==> src/sv/fpla_pkg.sv <==
// Shared types and constants for the fork pair lock arbiter
`default_nettype none
package fpla_pkg;

    localparam int ID_W     = 5;
    localparam int RING_MIN = 2;
    localparam int RING_RST = 5;

    localparam logic KIND_REQUEST = 1'b0;
    localparam logic KIND_RELEASE = 1'b1;

    typedef enum logic [2:0] {
        S_IDLE,
        S_EXEC,
        S_READ,
        S_EVAL,
        S_OUT0,
        S_OUT1
    } state_t;

    typedef struct packed {
        logic capture;
        logic exec;
        logic scan_read;
        logic scan_eval;
        logic scan_finish;
        logic out_sel;
        logic out_last;
    } cmd_t;

    typedef struct packed {
        logic       id_ok;
        logic       is_release;
        logic       pair_ok;
        logic       scan_done;
        logic [1:0] gcnt;
    } status_t;

endpackage
`default_nettype wire

==> src/sv/fpla_req_if.sv <==
// Request/release channel: kind and requester id
`default_nettype none
interface fpla_req_if;
    logic                      valid;
    logic                      ready;
    logic                      kind;
    logic [fpla_pkg::ID_W-1:0] requester;

    modport source (output valid, output kind, output requester, input ready);
    modport sink   (input valid, input kind, input requester, output ready);
endinterface
`default_nettype wire

==> src/sv/fpla_grant_if.sv <==
// Grant channel: granted id and last-of-burst flag
`default_nettype none
interface fpla_grant_if;
    logic                      valid;
    logic                      ready;
    logic [fpla_pkg::ID_W-1:0] granted;
    logic                      last;

    modport source (output valid, output granted, output last, input ready);
    modport sink   (input valid, input granted, input last, output ready);
endinterface
`default_nettype wire

==> src/sv/fpla_datapath.sv <==
// Datapath: fork flags, wait list memory, scan counters and grant slots
`default_nettype none
module fpla_datapath #(
    parameter int MAX_PHILOSOPHERS = 16
) (
    input  wire                            clk,
    input  wire                            rst_n,
    input  wire                            cfg_wr_en,
    input  wire  [fpla_pkg::ID_W-1:0]      cfg_wr_data,
    input  wire                            in_kind,
    input  wire  [fpla_pkg::ID_W-1:0]      in_requester,
    input  fpla_pkg::cmd_t                 cmd,
    output fpla_pkg::status_t              status,
    output logic [fpla_pkg::ID_W-1:0]      out_granted,
    output logic                           out_last
);

    localparam int AW    = $clog2(MAX_PHILOSOPHERS);
    localparam int CNT_W = $clog2(MAX_PHILOSOPHERS + 1);
    localparam int IW    = fpla_pkg::ID_W;
    localparam logic [IW-1:0] RING_RST_V =
        IW'((MAX_PHILOSOPHERS < fpla_pkg::RING_RST) ? MAX_PHILOSOPHERS : fpla_pkg::RING_RST);

    logic [MAX_PHILOSOPHERS-1:0] fork_free_reg, fork_free_next;
    logic [IW-1:0]               nring_reg, nring_next;
    logic [CNT_W-1:0]            count_reg, count_next;
    logic [CNT_W-1:0]            idx_reg, idx_next;
    logic [CNT_W-1:0]            keep_reg, keep_next;
    logic [1:0]                  gcnt_reg, gcnt_next;
    logic                        kind_reg, kind_next;
    logic [IW-1:0]               id_reg, id_next;
    logic [IW-1:0]               slot0_reg, slot0_next;
    logic [IW-1:0]               slot1_reg, slot1_next;
    logic [IW-1:0]               rd_data_reg;

    logic [IW-1:0]               wait_mem [MAX_PHILOSOPHERS];
    logic                        mem_we;
    logic [AW-1:0]               mem_waddr;
    logic [IW-1:0]               mem_wdata;

    logic [IW-1:0]               cfg_ring;
    logic [AW-1:0]               in_left, in_right, w_left, w_right;
    logic                        in_ok, in_pair_free, w_ok;

    // clamp written ring size into 2..MAX
    always_comb
    begin
        if (cfg_wr_data < IW'(fpla_pkg::RING_MIN))
            cfg_ring = IW'(fpla_pkg::RING_MIN);
        else if (int'(cfg_wr_data) > MAX_PHILOSOPHERS)
            cfg_ring = IW'(MAX_PHILOSOPHERS);
        else
            cfg_ring = cfg_wr_data;
    end

    // fork p-1 on the left, fork p mod n on the right
    assign in_left      = AW'(id_reg - IW'(1));
    assign in_right     = (id_reg == nring_reg) ? '0 : AW'(id_reg);
    assign w_left       = AW'(rd_data_reg - IW'(1));
    assign w_right      = (rd_data_reg == nring_reg) ? '0 : AW'(rd_data_reg);

    assign in_ok        = (id_reg != '0) && (id_reg <= nring_reg);
    assign in_pair_free = fork_free_reg[in_left] && fork_free_reg[in_right];
    assign w_ok         = (rd_data_reg != '0) && (rd_data_reg <= nring_reg) &&
                          (gcnt_reg < 2'd2) &&
                          fork_free_reg[w_left] && fork_free_reg[w_right];

    assign status.id_ok      = in_ok;
    assign status.is_release = (kind_reg == fpla_pkg::KIND_RELEASE);
    assign status.pair_ok    = in_pair_free;
    assign status.scan_done  = (idx_reg == count_reg);
    assign status.gcnt       = gcnt_reg;

    assign out_granted = cmd.out_sel ? slot1_reg : slot0_reg;
    assign out_last    = cmd.out_last;

    always_comb
    begin
        fork_free_next = fork_free_reg;
        nring_next     = nring_reg;
        count_next     = count_reg;
        idx_next       = idx_reg;
        keep_next      = keep_reg;
        gcnt_next      = gcnt_reg;
        kind_next      = kind_reg;
        id_next        = id_reg;
        slot0_next     = slot0_reg;
        slot1_next     = slot1_reg;
        mem_we         = 1'b0;
        mem_waddr      = count_reg[AW-1:0];
        mem_wdata      = id_reg;

        if (cfg_wr_en)
        begin
            nring_next     = cfg_ring;
            fork_free_next = '1;
            count_next     = '0;
        end
        else
        begin
            if (cmd.capture)
            begin
                kind_next = in_kind;
                id_next   = in_requester;
            end

            if (cmd.exec && in_ok)
            begin
                if (kind_reg == fpla_pkg::KIND_RELEASE)
                begin
                    fork_free_next[in_left]  = 1'b1;
                    fork_free_next[in_right] = 1'b1;
                    idx_next                 = '0;
                    keep_next                = '0;
                    gcnt_next                = '0;
                end
                else if (in_pair_free)
                begin
                    fork_free_next[in_left]  = 1'b0;
                    fork_free_next[in_right] = 1'b0;
                    slot0_next               = id_reg;
                    gcnt_next                = 2'd1;
                end
                else if (count_reg < CNT_W'(MAX_PHILOSOPHERS))
                begin
                    mem_we     = 1'b1;
                    count_next = count_reg + CNT_W'(1);
                end
            end

            if (cmd.scan_eval)
            begin
                if (w_ok)
                begin
                    fork_free_next[w_left]  = 1'b0;
                    fork_free_next[w_right] = 1'b0;
                    if (gcnt_reg == 2'd0)
                        slot0_next = rd_data_reg;
                    else
                        slot1_next = rd_data_reg;
                    gcnt_next = gcnt_reg + 2'd1;
                end
                else
                begin
                    // compact: survivor moves down to the keep position
                    mem_we    = 1'b1;
                    mem_waddr = keep_reg[AW-1:0];
                    mem_wdata = rd_data_reg;
                    keep_next = keep_reg + CNT_W'(1);
                end
                idx_next = idx_reg + CNT_W'(1);
            end

            if (cmd.scan_finish)
                count_next = keep_reg;
        end
    end

    always_ff @(posedge clk or negedge rst_n)
    begin
        if (!rst_n)
        begin
            fork_free_reg <= '1;
            nring_reg     <= RING_RST_V;
            count_reg     <= '0;
            idx_reg       <= '0;
            keep_reg      <= '0;
            gcnt_reg      <= '0;
        end
        else
        begin
            fork_free_reg <= fork_free_next;
            nring_reg     <= nring_next;
            count_reg     <= count_next;
            idx_reg       <= idx_next;
            keep_reg      <= keep_next;
            gcnt_reg      <= gcnt_next;
        end
    end

    always_ff @(posedge clk)
    begin
        kind_reg  <= kind_next;
        id_reg    <= id_next;
        slot0_reg <= slot0_next;
        slot1_reg <= slot1_next;
    end

    always_ff @(posedge clk)
    begin
        if (mem_we)
            wait_mem[mem_waddr] <= mem_wdata;
        if (cmd.scan_read)
            rd_data_reg <= wait_mem[idx_reg[AW-1:0]];
    end

endmodule
`default_nettype wire

==> src/sv/fpla_ctrl.sv <==
// Controller: sequences decode, wait list scan and grant output
`default_nettype none
module fpla_ctrl (
    input  wire                clk,
    input  wire                rst_n,
    input  wire                in_valid,
    output logic               in_ready,
    output logic               out_valid,
    input  wire                out_ready,
    input  fpla_pkg::status_t  status,
    output fpla_pkg::cmd_t     cmd
);

    fpla_pkg::state_t state_reg, state_next;

    always_comb
    begin
        state_next = state_reg;
        case (state_reg)
            fpla_pkg::S_IDLE:
                if (in_valid)
                    state_next = fpla_pkg::S_EXEC;
            fpla_pkg::S_EXEC:
                if (!status.id_ok)
                    state_next = fpla_pkg::S_IDLE;
                else if (status.is_release)
                    state_next = fpla_pkg::S_READ;
                else if (status.pair_ok)
                    state_next = fpla_pkg::S_OUT0;
                else
                    state_next = fpla_pkg::S_IDLE;
            fpla_pkg::S_READ:
                if (!status.scan_done)
                    state_next = fpla_pkg::S_EVAL;
                else if (status.gcnt != 2'd0)
                    state_next = fpla_pkg::S_OUT0;
                else
                    state_next = fpla_pkg::S_IDLE;
            fpla_pkg::S_EVAL:
                state_next = fpla_pkg::S_READ;
            fpla_pkg::S_OUT0:
                if (out_ready)
                    state_next = (status.gcnt == 2'd2) ? fpla_pkg::S_OUT1 : fpla_pkg::S_IDLE;
            fpla_pkg::S_OUT1:
                if (out_ready)
                    state_next = fpla_pkg::S_IDLE;
            default:
                state_next = fpla_pkg::S_IDLE;
        endcase
    end

    always_comb
    begin
        cmd       = '0;
        in_ready  = 1'b0;
        out_valid = 1'b0;
        case (state_reg)
            fpla_pkg::S_IDLE:
            begin
                in_ready    = 1'b1;
                cmd.capture = in_valid;
            end
            fpla_pkg::S_EXEC:
                cmd.exec = 1'b1;
            fpla_pkg::S_READ:
            begin
                cmd.scan_read   = !status.scan_done;
                cmd.scan_finish = status.scan_done;
            end
            fpla_pkg::S_EVAL:
                cmd.scan_eval = 1'b1;
            fpla_pkg::S_OUT0:
            begin
                out_valid    = 1'b1;
                cmd.out_last = (status.gcnt == 2'd1);
            end
            fpla_pkg::S_OUT1:
            begin
                out_valid    = 1'b1;
                cmd.out_sel  = 1'b1;
                cmd.out_last = 1'b1;
            end
            default:
                cmd = '0;
        endcase
    end

    always_ff @(posedge clk or negedge rst_n)
    begin
        if (!rst_n)
            state_reg <= fpla_pkg::S_IDLE;
        else
            state_reg <= state_next;
    end

endmodule
`default_nettype wire

==> src/sv/fork_pair_lock_arbiter.sv <==
// Top level: fork pair lock arbiter for a ring of requesters
//
//  channel    dir  signals                         meaning
//  req        in   valid ready kind requester      kind 0 request, 1 release
//  grant      out  valid ready granted last        one item per grant, last ends burst
//  cfg        in   cfg_wr_en cfg_wr_data           ring size, clears forks and wait list
//
//  One item in flight. Request: accept, decode, then the grant item if its forks
//  are free. Release: accept, decode, then per queued entry a registered read of
//  the wait list memory and an evaluate/compact step, a final read state to close
//  the scan, then up to two grant items.
//  Reset: all forks free, wait list empty, ring size 5; no clearing pass.
//  A stalled grant holds its item; req is not taken until all grants are gone.
`default_nettype none
module fork_pair_lock_arbiter #(
    parameter int MAX_PHILOSOPHERS = 16
) (
    input  wire                       clk,
    input  wire                       rst_n,
    input  wire                       cfg_wr_en,
    input  wire [fpla_pkg::ID_W-1:0]  cfg_wr_data,
    fpla_req_if.sink                  req,
    fpla_grant_if.source              grant
);

    fpla_pkg::cmd_t              cmd;
    fpla_pkg::status_t           status;
    logic                        in_ready;
    logic                        out_valid;
    logic [fpla_pkg::ID_W-1:0]   out_granted;
    logic                        out_last;

    fpla_ctrl u_ctrl (
        .clk       (clk),
        .rst_n     (rst_n),
        .in_valid  (req.valid),
        .in_ready  (in_ready),
        .out_valid (out_valid),
        .out_ready (grant.ready),
        .status    (status),
        .cmd       (cmd)
    );

    fpla_datapath #(
        .MAX_PHILOSOPHERS (MAX_PHILOSOPHERS)
    ) u_datapath (
        .clk          (clk),
        .rst_n        (rst_n),
        .cfg_wr_en    (cfg_wr_en),
        .cfg_wr_data  (cfg_wr_data),
        .in_kind      (req.kind),
        .in_requester (req.requester),
        .cmd          (cmd),
        .status       (status),
        .out_granted  (out_granted),
        .out_last     (out_last)
    );

    assign req.ready     = in_ready;
    assign grant.valid   = out_valid;
    assign grant.granted = out_granted;
    assign grant.last    = out_last;

endmodule
`default_nettype wire

==> src/flat_wrapper.sv <==
// flat-port wrapper written by rule: the top's interface ports become plain ports
module fork_pair_lock_arbiter_flat 
#(
    parameter int MAX_PHILOSOPHERS = 16
)
  (clk, rst_n, cfg_wr_en, cfg_wr_data, req_valid, req_kind, req_requester, req_ready, grant_valid, grant_granted, grant_last, grant_ready);
  fpla_req_if req_i ();
  fpla_grant_if grant_i ();
  input  wire clk;
  input  wire rst_n;
  input  wire cfg_wr_en;
  input  wire [fpla_pkg::ID_W-1:0] cfg_wr_data;
  input wire logic [$bits(req_i.valid)-1:0] req_valid;
  input wire logic [$bits(req_i.kind)-1:0] req_kind;
  input wire logic [$bits(req_i.requester)-1:0] req_requester;
  output wire logic [$bits(req_i.ready)-1:0] req_ready;
  output wire logic [$bits(grant_i.valid)-1:0] grant_valid;
  output wire logic [$bits(grant_i.granted)-1:0] grant_granted;
  output wire logic [$bits(grant_i.last)-1:0] grant_last;
  input wire logic [$bits(grant_i.ready)-1:0] grant_ready;
  assign req_i.valid = req_valid;
  assign req_i.kind = req_kind;
  assign req_i.requester = req_requester;
  assign req_ready = req_i.ready;
  assign grant_valid = grant_i.valid;
  assign grant_granted = grant_i.granted;
  assign grant_last = grant_i.last;
  assign grant_i.ready = grant_ready;
  fork_pair_lock_arbiter #(.MAX_PHILOSOPHERS(MAX_PHILOSOPHERS)) u_core (.clk(clk), .rst_n(rst_n), .cfg_wr_en(cfg_wr_en), .cfg_wr_data(cfg_wr_data), .req(req_i), .grant(grant_i));
endmodule
==> config.mk <==
export PLATFORM = sky130hd
export DESIGN_NAME = fork_pair_lock_arbiter_flat
export DESIGN_NICKNAME = d
export VERILOG_FILES = /design/src/sv/fpla_pkg.sv /design/src/sv/fpla_req_if.sv /design/src/sv/fpla_grant_if.sv /design/src/sv/fpla_datapath.sv /design/src/sv/fpla_ctrl.sv /design/src/sv/fork_pair_lock_arbiter.sv /design/src/flat_wrapper.sv
export SDC_FILE = /design/constraint.sdc
export NUM_CORES = 1
export LEC_CHECK = 0
export ABC_AREA = 0
export BUFFER_PORTS_ARGS = -buffer_cell sky130_fd_sc_hd__buf_2
export CAP_MARGIN = 10
export CORE_MARGIN = 2
export CORE_UTILIZATION = 63
export DETAILED_ROUTE_END_ITERATION = 12
export HOLD_SLACK_MARGIN = 0.03
export PLACE_DENSITY = 0.78
export REMOVE_ABC_BUFFERS = 1
export SLEW_MARGIN = 20
export SYNTH_ARGS = -nofsm -noshare
export SYNTH_HDL_FRONTEND = slang
export SYNTH_SLANG_ARGS = --single-unit
==> constraint.sdc <==
create_clock -name clk -period 5.65 [get_ports clk]
set_clock_uncertainty 0.2 [all_clocks]
set_input_delay 0 -clock clk [delete_from_list [all_inputs] [get_ports clk]]
set_output_delay 0 -clock clk [all_outputs]
set_load 0.03 [all_outputs]
==> results of run 1 <==
-- kinds of logic after synthesis --
logic type,count (synthesis),share of synthesized area [%]
fa+ha+maj,26,3.75
buf+inv,86,4.05
mux,83,12.7
xor+xnor,6,0.606
flops,142,47.0
compound gates,237,18.8
simple gates,227,13.1
-- layout by cell type, fill, tap and decap left out, types with 6 or more instances in the layout --
cell	count
dlygate4sd3_1	17
buf_2	23
nand4_1	12
a2bb2oi_1	8
a32oi_1	6
a22oi_1	14
a21o_1	13
dfstp_2	18
nor4_1	6
a221oi_1	13
a31oi_1	12
mux4_2	20
clkbuf_16	17
nand3_1	28
nand2_1	60
a21boi_0	11
o21ai_0	54
nor3_1	17
mux2_2	14
mux2i_1	47
o22ai_1	14
nand2b_1	12
nor2b_1	11
dfrtp_1	22
inv_1	21
nor2_1	46
buf_4	16
a22o_1	9
ha_1	26
a21oi_1	34
edfxtp_1	101
-- report_power, final --
group	total (µW)	switching (µW)	internal, µW
combinational	1580	987	598
sequential	1490	209	1280
clock	1070	453	615
-- worst paths after layout --
check	depth (start not counted)	slack [ps]	endpoint
max reg2reg	11	770	u_core.u_datapath.wait_mem[5][1]
min reg2reg	1	290	u_core.u_datapath.keep_reg[4]
max in group asynchronous	2	4500	u_core.u_datapath.idx_reg[0]
max	11	770	u_core.u_datapath.wait_mem[5][1]
min in group clk	2	90	u_core.u_datapath.id_reg[0]
min	2	80	u_core.u_datapath.nring_reg[3]
-- routing by layer --
layer | routed length [µm] | GRT usage (%) | vias up
li1 | - | - | 3160
met1 | 9660 | 50.8 | 3457
met2 | 10900 | 50.9 | 545
met3 | 3200 | 10.2 | 57
met4 | 517 | 9.20 | 0
met5 | 0 | 0 | -
-- what timing repair did --
action / CTS / global route
hold buffers: 17 / 0
setup buffers: 0 / 0
hold endpoints to repair: 64 / 0
-- through the flow --
step | total power [µW] | area (µm²) | hold slack (ps)
after floorplan | 2500 | 8420 | -496
after global placement | 2940 | 8880 | -22.8
after detailed placement | 3000 | 8880 | -21.9
after CTS | 4080 | 9610 | 71.6
after global routing | 4310 | 9610 | 94.9
final | 4140 | 9610 | 83.2
-- layout make-up --
cell class	count	area share, %
multi-input cells	579	44.2
well taps	176	2.29
clock buffers	19	4.50
inverters	24	0.937
clock inverters	13	1.33
repair buffers	56	4.22
flip-flops and latches	142	42.5
-- critical path, delay by kind of cell, from the launching register on --
family / cells / cell delay, ps
flops: 1 / 350
compound gates: 4 / 1220
mux: 1 / 560
buf+inv: 3 / 650
fa+ha+maj: 1 / 660
simple gates: 2 / 860
-- Yosys cell counts, types with 12 or more instances --
master / number / share of area [%]
edfxtp_1: 101 / 35
nand2_1: 60 / 2.6
o21ai_0: 54 / 3.1
mux2i_1: 47 / 5.4
nor2_1: 46 / 2.0
clkbuf_1: 42 / 1.8
a21oi_1: 35 / 2.0
nand3_1: 28 / 1.6
ha_1: 26 / 3.7
dfrtp_1: 23 / 6.6
inv_1: 21 / 0.91
mux4_2: 20 / 5.2
dfstp_2: 18 / 5.5
nor3_1: 18 / 1.0
a22oi_1: 14 / 1.2
mux2_2: 14 / 1.8
o22ai_1: 14 / 1.0
a21o_1: 13 / 1.1
a221oi_1: 13 / 1.3
a31oi_1: 12 / 0.87
nand2b_1: 12 / 0.87
nand4_1: 12 / 0.87
==> results.yml, run 1 <==
critical_path:
  arrival_ps: 4740
  crit_required_ps: 5510
  reg2reg_from: "u_core.u_datapath.rd_data_reg[0]"
  startpoint_type: "register"
  crit_top_cell: "buf_4"
  crit_path_max_incr_delay_ps: 660
  crit_start: "u_core.u_datapath.rd_data_reg[0]"
  crit_type: "reg -> reg"
  critPathSlowestCell: "ha_1"
  worst-path-max-fanout: 21
  cp-end-kind: "register"
  path_cells: "inv_1, ha_1, mux4_2, or4b_2, a41oi_1, a2111oi_0, buf_4, a21oi_2, buf_4, nand3b_1, a21oi_1"
global_route:
  grt_pass1_vias: 6846
  grtUsageTotal_pct: 34.7
  antenna_found_initial: 0
  overflow: 0
  grt_max_degree: 42
  grt_pass1_wl_mm: 38.3
synthesis:
  synth_enable_flop_cells: 101
  synth_area_mm2: 0.00868
  synth_warnings: 0
  seq_area_frac_synth_pct: 47.0
  synth.avg_cell_area_um2: 10.8
  synthDistinctLibCells: 73
  synthesis.instances: 807
  synth-seq-cells: 142
  dominantRegCellSynth: "edfxtp_1"
  async_reset_ff_share_pct: 28.9
clock_network:
  cts_htree_levels: 4
  cts.repair.resized: 0
  cts_buffers: 17
  cts_tree: "yes"
  cts_sinks: 142
  cts-root-buf: "clkbuf_16"
  clock_path_buffers: 2
  clk_pin_slew_worst_paths_ps: 60
  clk_latency_ps: 430
pwr:
  p_leak_uw: 0.00347
  irDropWorstVdd_v: 0.000234
  powerDensity_mw_per_mm2: 431
routing:
  detail-route-antenna-nets: 0
  drtPass1Iterations: 8
  drt_first_iter_violations: 1323
  drt_drc_violations_left: 0
  postRouteWirelength_mm: 24.3
  vias_per_cell: 7.15
  routedWlPerCell_um: 24.1
  vias: 7219
layout:
  post-route-util_pct: 72.0
  num-nets-final: 862
  largest_register_ffs: 80
  finalNonFillerCells: 1009
  n_antenna_cell: 0
  area_growth_pct: 10.8
  regArea_mm2: 0.00408
  multi_input_area_mm2: 0.00425
  fill_cells: 956
  drive_gt1_share_pct: 16.0
status:
  status: "completed"
run:
  drv_cap: 0
sta:
  worstMarginPinSlew_ps: 1210
  finalCritPeriodShare_pct: 86.4
  rsz0062_at_grt: "no"
  max_clock_freq_mhz: 205
  finalSetupViolations: 0
  fin_crit_ps: 4880
  final_max_slew_viol_count: 0
  setup_tns_ps: 0
  setup_ws_ps: 769
  hold_viol_final: 0
  slew_headroom_pct: 19.3
floorplanning:
  initial_core_util_pct: 65.0
  dieWidth_um: 121
  die_h_um: 121
  core_area_mm2: 0.0133
  io_pins: 24
  die_area_mm2: 0.0147
  rows: 42
placement:
  gp_congestion: 0.933
  dp_slack_ps: 871
  hpwl_mm: 16.4
  port_buffers: 23
  dp.cells: 960
worst_hold_path:
  worstHoldPathType: "in -> async"
Note: power is estimated with default switching activity, not from simulation.
==> run 2, diff against run 1 <==
--- a/config.mk
+++ b/config.mk
@@ -13,7 +13,6 @@
 export DETAILED_ROUTE_END_ITERATION = 12
 export HOLD_SLACK_MARGIN = 0.03
 export PLACE_DENSITY = 0.78
-export REMOVE_ABC_BUFFERS = 1
 export SLEW_MARGIN = 20
 export SYNTH_ARGS = -nofsm -noshare
 export SYNTH_HDL_FRONTEND = slang
==> run 2 against run 1 <==
  * Cell count up 0.30%
  * Critical path depth down 2
  * Register-to-register slack better by 30 ps
  * Worst hold slack worse by 28 ps
  * Maximum frequency up 0.57%
  * Non-clock buffer count up 3
  * Worst setup slack better by 28 ps
  * Die area unchanged
  * Design area up 0.86%
  * Largest power group unchanged
==> results.yml, run 2 (synthesis gave the netlist of run 1 again) <==
floorplanning:
  core_area_mm2: 0.0133
  initial_core_util_pct: 65.0
  io_pins: 24
  die_h_um: 121
  dieWidth_um: 121
  rows: 42
  die_area_mm2: 0.0147
global_route:
  grt_pass1_vias: 6924
  grt_max_degree: 42
  antenna_found_initial: 0
  grtUsageTotal_pct: 35.8
  overflow: 0
  grt_pass1_wl_mm: 39.2
status:
  status: "completed"
placement:
  port_buffers: 23
  hpwl_mm: 17.0
  gp_congestion: 0.948
clock_network:
  cts-root-buf: "clkbuf_16"
  cts_tree: "yes"
  clk_pin_slew_worst_paths_ps: 70
  cts_buffers: 17
  post-cts-setup-buffer-count: 0
  cts-hold-fix-buffers: 17
  clock_path_buffers: 2
  clk_latency_ps: 430
  cts_htree_levels: 4
  cts_sinks: 142
  cts.repair.resized: 0
critical_path:
  startpoint_type: "register"
  path_cells: "inv_1, ha_1, mux2_1, mux4_2, a21boi_0, or4_4, nand2_1, nand3_1, o21ai_0"
  crit_required_ps: 5510
  crit_type: "reg -> reg"
  path_buf_inv: 1
  cpLargestDelayFamily: "simple AND/OR/NAND/NOR gates"
  crit_path_max_incr_delay_ps: 740
  critPathSlowestCell: "o21ai_0"
  worst-path-max-fanout: 14
  arrival_ps: 4710
  cp-end-kind: "register"
sta:
  setup_tns_ps: 0
  final_max_slew_viol_count: 0
  rsz0062_at_grt: "no"
  worstMarginPinSlew_ps: 1030
  hold_viol_final: 0
  max_clock_freq_mhz: 206
  finalCritPeriodShare_pct: 85.9
  slew_headroom_pct: 30.9
  finalSetupViolations: 0
  fin_crit_ps: 4850
routing:
  vias_per_cell: 7.23
  drt_drc_violations_left: 0
  vias: 7316
  topRoutingLayerUsed: "met4"
  routedWlPerCell_um: 24.9
  detail-route-antenna-nets: 0
  drt-met1-wl_mm: 9.89
  drt_first_iter_violations: 1215
  wl_met2_mm: 11.5
  postRouteWirelength_mm: 25.2
  wl_met3_mm: 3.14
  drtPass1Iterations: 6
layout:
  area_growth_pct: 11.7
  drive_gt1_share_pct: 16.7
  mostFrequentLayoutCell: "edfxtp_1"
  layout_common_cells: "edfxtp_1, nand2_1, o21ai_0, mux2i_1, nor2_1"
  largest_register_ffs: 80
  num-nets-final: 865
  n_antenna_cell: 0
  post-route-util_pct: 72.6
pwr:
  total_power_uw: 4280
  powerDensity_mw_per_mm2: 441
  p_leak_uw: 0.00351
  irDropWorstVdd_v: 0.000336
synthesis:
  synth_nets: 849
worst_hold_path:
  worstHoldPathType: "in -> async"
run:
  drv_cap: 0
run 2: power by group:
group | switching [µW] | internal (µW)
clock network | 505 | 677
registers | 221 | 1280
logic | 991 | 606
total | 1720 | 2560
run 2: area by class of cell:
class                   instances  area (µm²)
multi-input cells             579        4250
flip-flops and latches        142        4080
fillers                       927        3650
repair buffers                 59         428
clock buffers                  17         425
well taps                     176         220
clock inverters                15         195
inverters                      24        90.1
run 2: layer usage:
metal | vias to the layer above | GRT usage, %
met4 | 0 | 11.6
met3 | 66 | 9.54
met2 | 511 | 53.6
met5 | - | 0
li1 | 3184 | -
met1 | 3555 | 51.3
run 2: through the flow:
stage	std cells	hold WS, ps	worst slack [ps]	cell area (µm²)
after floorplan	807	-496	1360	8680
after global placement	963	-23.8	1240	8900
after detailed placement	963	-18.9	925	8900
after CTS	1012	83.7	888	9690
after global routing	1012	90.6	626	9690
final	1012	55.2	797	9690
run 2: final timing paths:
| kind | from | slack [ps] | cells past startpoint | end |
|---|---|---|---|---|
| setup / recovery | u_core.u_datapath.id_reg[1] | 800 | 9 | u_core.u_datapath.wait_mem[4][3] |
| hold / removal | rst_n | 60 | 2 | u_core.u_datapath.count_reg[0] |
| setup reg to reg | u_core.u_datapath.id_reg[1] | 800 | 9 | u_core.u_datapath.wait_mem[4][3] |
| hold reg to reg | u_core.u_datapath.keep_reg[4] | 280 | 1 | u_core.u_datapath.keep_reg[4] |
| max in group asynchronous | rst_n | 4530 | 2 | u_core.u_datapath.idx_reg[0] |
| min in group clk | req_requester[0] | 80 | 2 | u_core.u_datapath.id_reg[0] |
run 2: worst register-to-register path, cell delays in order (launching register included):
cell and delay [ps]:
edfxtp_1 640, inv_1 290, ha_1 560, mux2_1 390, mux4_2 470, a21boi_0 140
or4_4 470, nand2_1 300, nand3_1 290, o21ai_0 740
==> run 3, diff against run 2 <==
--- a/config.mk
+++ b/config.mk
@@ -8,11 +8,13 @@
 export ABC_AREA = 0
 export BUFFER_PORTS_ARGS = -buffer_cell sky130_fd_sc_hd__buf_2
 export CAP_MARGIN = 10
+export CELL_PAD_IN_SITES_DETAIL_PLACEMENT = 0
+export CELL_PAD_IN_SITES_GLOBAL_PLACEMENT = 2
 export CORE_MARGIN = 2
-export CORE_UTILIZATION = 63
+export CORE_UTILIZATION = 43
 export DETAILED_ROUTE_END_ITERATION = 12
 export HOLD_SLACK_MARGIN = 0.03
-export PLACE_DENSITY = 0.78
+export PLACE_DENSITY = 0.79
 export SLEW_MARGIN = 20
 export SYNTH_ARGS = -nofsm -noshare
 export SYNTH_HDL_FRONTEND = slang
==> run 3 against run 2 <==
  * Maximum frequency up 4.1%
  * Core utilization down 23 points
  * Clock-buffer cell count unchanged
  * Via count down 5.3%
  * Total power down 2.1%
  * Sequential cell count unchanged
  * Register-to-register slack better by 190 ps
  * Sequential share of layout area down 0.49 points
  * Cell count up 8.9%
  * First-iteration DRC count down 58%
  * Global-route usage down 11 points
  * Critical path depth unchanged
  * Highest routed layer unchanged
==> results.yml, run 3 (synthesis gave the netlist of run 1 again) <==
pwr:
  p_int_uw: 2490
  switching_power_uw: 1700
  irDropWorstVdd_v: 0.000249
  combPwrFrac_pct: 37.5
  p_leak_uw: 0.00351
  p_seq_share_pct: 35.5
  powerDensity_mw_per_mm2: 427
  power.clock.fraction_pct: 27.0
  switching_share_pct: 40.7
critical_path:
  crit_required_ps: 5520
  startpoint_type: "register"
  reg2reg_from: "u_core.u_datapath.id_reg[1]"
  reg2reg_slack_ps: 990
  arrival_ps: 4530
  crit_start: "u_core.u_datapath.id_reg[1]"
  cp-end-kind: "register"
  crit_type: "reg -> reg"
  worst-path-max-fanout: 14
clock_network:
  cts-hold-fix-buffers: 16
  cts.repair.resized: 0
  cts_htree_levels: 4
  cts_buffers: 17
  cts-root-buf: "clkbuf_16"
  post-cts-setup-buffer-count: 0
  clk_pin_slew_worst_paths_ps: 70
  cts_tree: "yes"
  cts_sinks: 142
  clk_latency_ps: 440
  clock_path_buffers: 2
global_route:
  grtUsageTotal_pct: 24.6
  grt_pass1_wl_mm: 40.4
  overflow: 0
  grt_pass1_vias: 6947
  antenna_found_initial: 0
  grt_max_degree: 42
layout:
  area_growth_pct: 13.0
  multi_input_area_mm2: 0.00425
  fill_cells: 1834
  n_antenna_cell: 0
  mostFrequentLayoutCell: "edfxtp_1"
  drive_gt1_share_pct: 16.8
  layout_common_cells: "edfxtp_1, nand2_1, o21ai_0, mux2i_1, nor2_1"
  largest_register_ffs: 80
  regArea_mm2: 0.00408
  num-nets-final: 866
sta:
  rsz0062_at_grt: "no"
  hold_viol_final: 0
  worstMarginPinSlew_ps: 1060
  final_max_slew_viol_count: 0
  finalSetupViolations: 0
  worst_hold_slack_ps: 79.5
  setup_tns_ps: 0
  finalCritPeriodShare_pct: 82.5
  slew_headroom_pct: 28.9
  max_clock_freq_mhz: 214
  fin_crit_ps: 4660
worst_hold_path:
  worstHoldPathType: "in -> reg"
  hold_start: "req_requester[4]"
routing:
  drtPass1Iterations: 5
  vias: 6927
  detail-route-antenna-nets: 0
  vias_per_cell: 6.29
  routedWlPerCell_um: 23.3
  drt_first_iter_violations: 511
  postRouteWirelength_mm: 25.6
  drt_drc_violations_left: 0
floorplanning:
  io_pins: 24
  initial_core_util_pct: 44.1
  rows: 51
  die_h_um: 146
  dieWidth_um: 146
  die_area_mm2: 0.0213
  core_area_mm2: 0.0197
synthesis:
  synth_nets: 849
placement:
  gp_congestion: 0.852
  port_buffers: 23
  hpwl_mm: 18.4
run:
  drv_cap: 0
status:
  status: "completed"
==> run 3: cell count changes in the layout (fill, tap and decap cells not counted), sizes merged <==
cell	previous run	this run
buf	42	43
inv	31	29
clkinv	5	9
bufinv	2	0
==> run 3: area by class of cell <==
cell class,count,area share [%]
Clock buffer,17,4.34
Clock inverter,15,1.91
Inverter,24,0.918
Multi-Input combinational cell,579,43.4
Sequential cell,142,41.6
Tap cell,265,3.38
Timing Repair Buffer,60,4.46
==> run 3: power groups by stage <==
| stage | Sequential (µW) | Clock [µW] | Combinational, µW |
|---|---|---|---|
| floorplan | 1360 | 0 | 1210 |
| global placement | 1510 | 0 | 1520 |
| detailed placement | 1510 | 0 | 1540 |
| CTS | 1490 | 1150 | 1560 |
| global route | 1510 | 1190 | 1710 |
| finish | 1490 | 1130 | 1570 |
==> run 3: final timing paths <==
| path | cells past startpoint | to |
|---|---|---|
| min in group asynchronous | 3 | u_core.u_datapath.gcnt_reg[1] |
| max | 9 | u_core.u_datapath.wait_mem[14][0] |
| min reg2reg | 1 | u_core.u_datapath.keep_reg[4] |
| max reg2reg | 9 | u_core.u_datapath.wait_mem[14][0] |
| min | 2 | u_core.u_datapath.id_reg[4] |
| max in group asynchronous | 3 | u_core.u_datapath.idx_reg[0] |
==> run 3: metrics by stage <==
stage | setup WS [ps] | util, % | total power [µW] | instances | instance area (µm²)
after floorplan | 1360 | - | 2570 | 807 | 8680
after global placement | 1190 | 45.9 | 3030 | 1053 | 9020
after detailed placement | 999 | 45.9 | 3050 | 1053 | 9020
after CTS | 993 | 49.8 | 4200 | 1101 | 9800
after global routing | 701 | 49.9 | 4420 | 1102 | 9810
final | 988 | 49.9 | 4190 | 1102 | 9810
==> run 3: worst max-delay path: stages, from the launching register on <==
cell      delay, ps
edfxtp_1        680
inv_1           300
ha_1            550
mux2_2          380
mux4_2          470
a21boi_0        150
or4_4           470
nand2_1         270
nand3_1         230
o22ai_1         600
==> run 3: metal layers <==
| metal | vias up | GRT usage, % | share of wire, % |
|---|---|---|---|
| li1 | 3185 | - | - |
| met1 | 3472 | 31.1 | 42 |
| met2 | 222 | 42.2 | 51 |
| met3 | 48 | 3.72 | 3.6 |
| met4 | 0 | 10.4 | 3.3 |
| met5 | - | 0 | 0 |
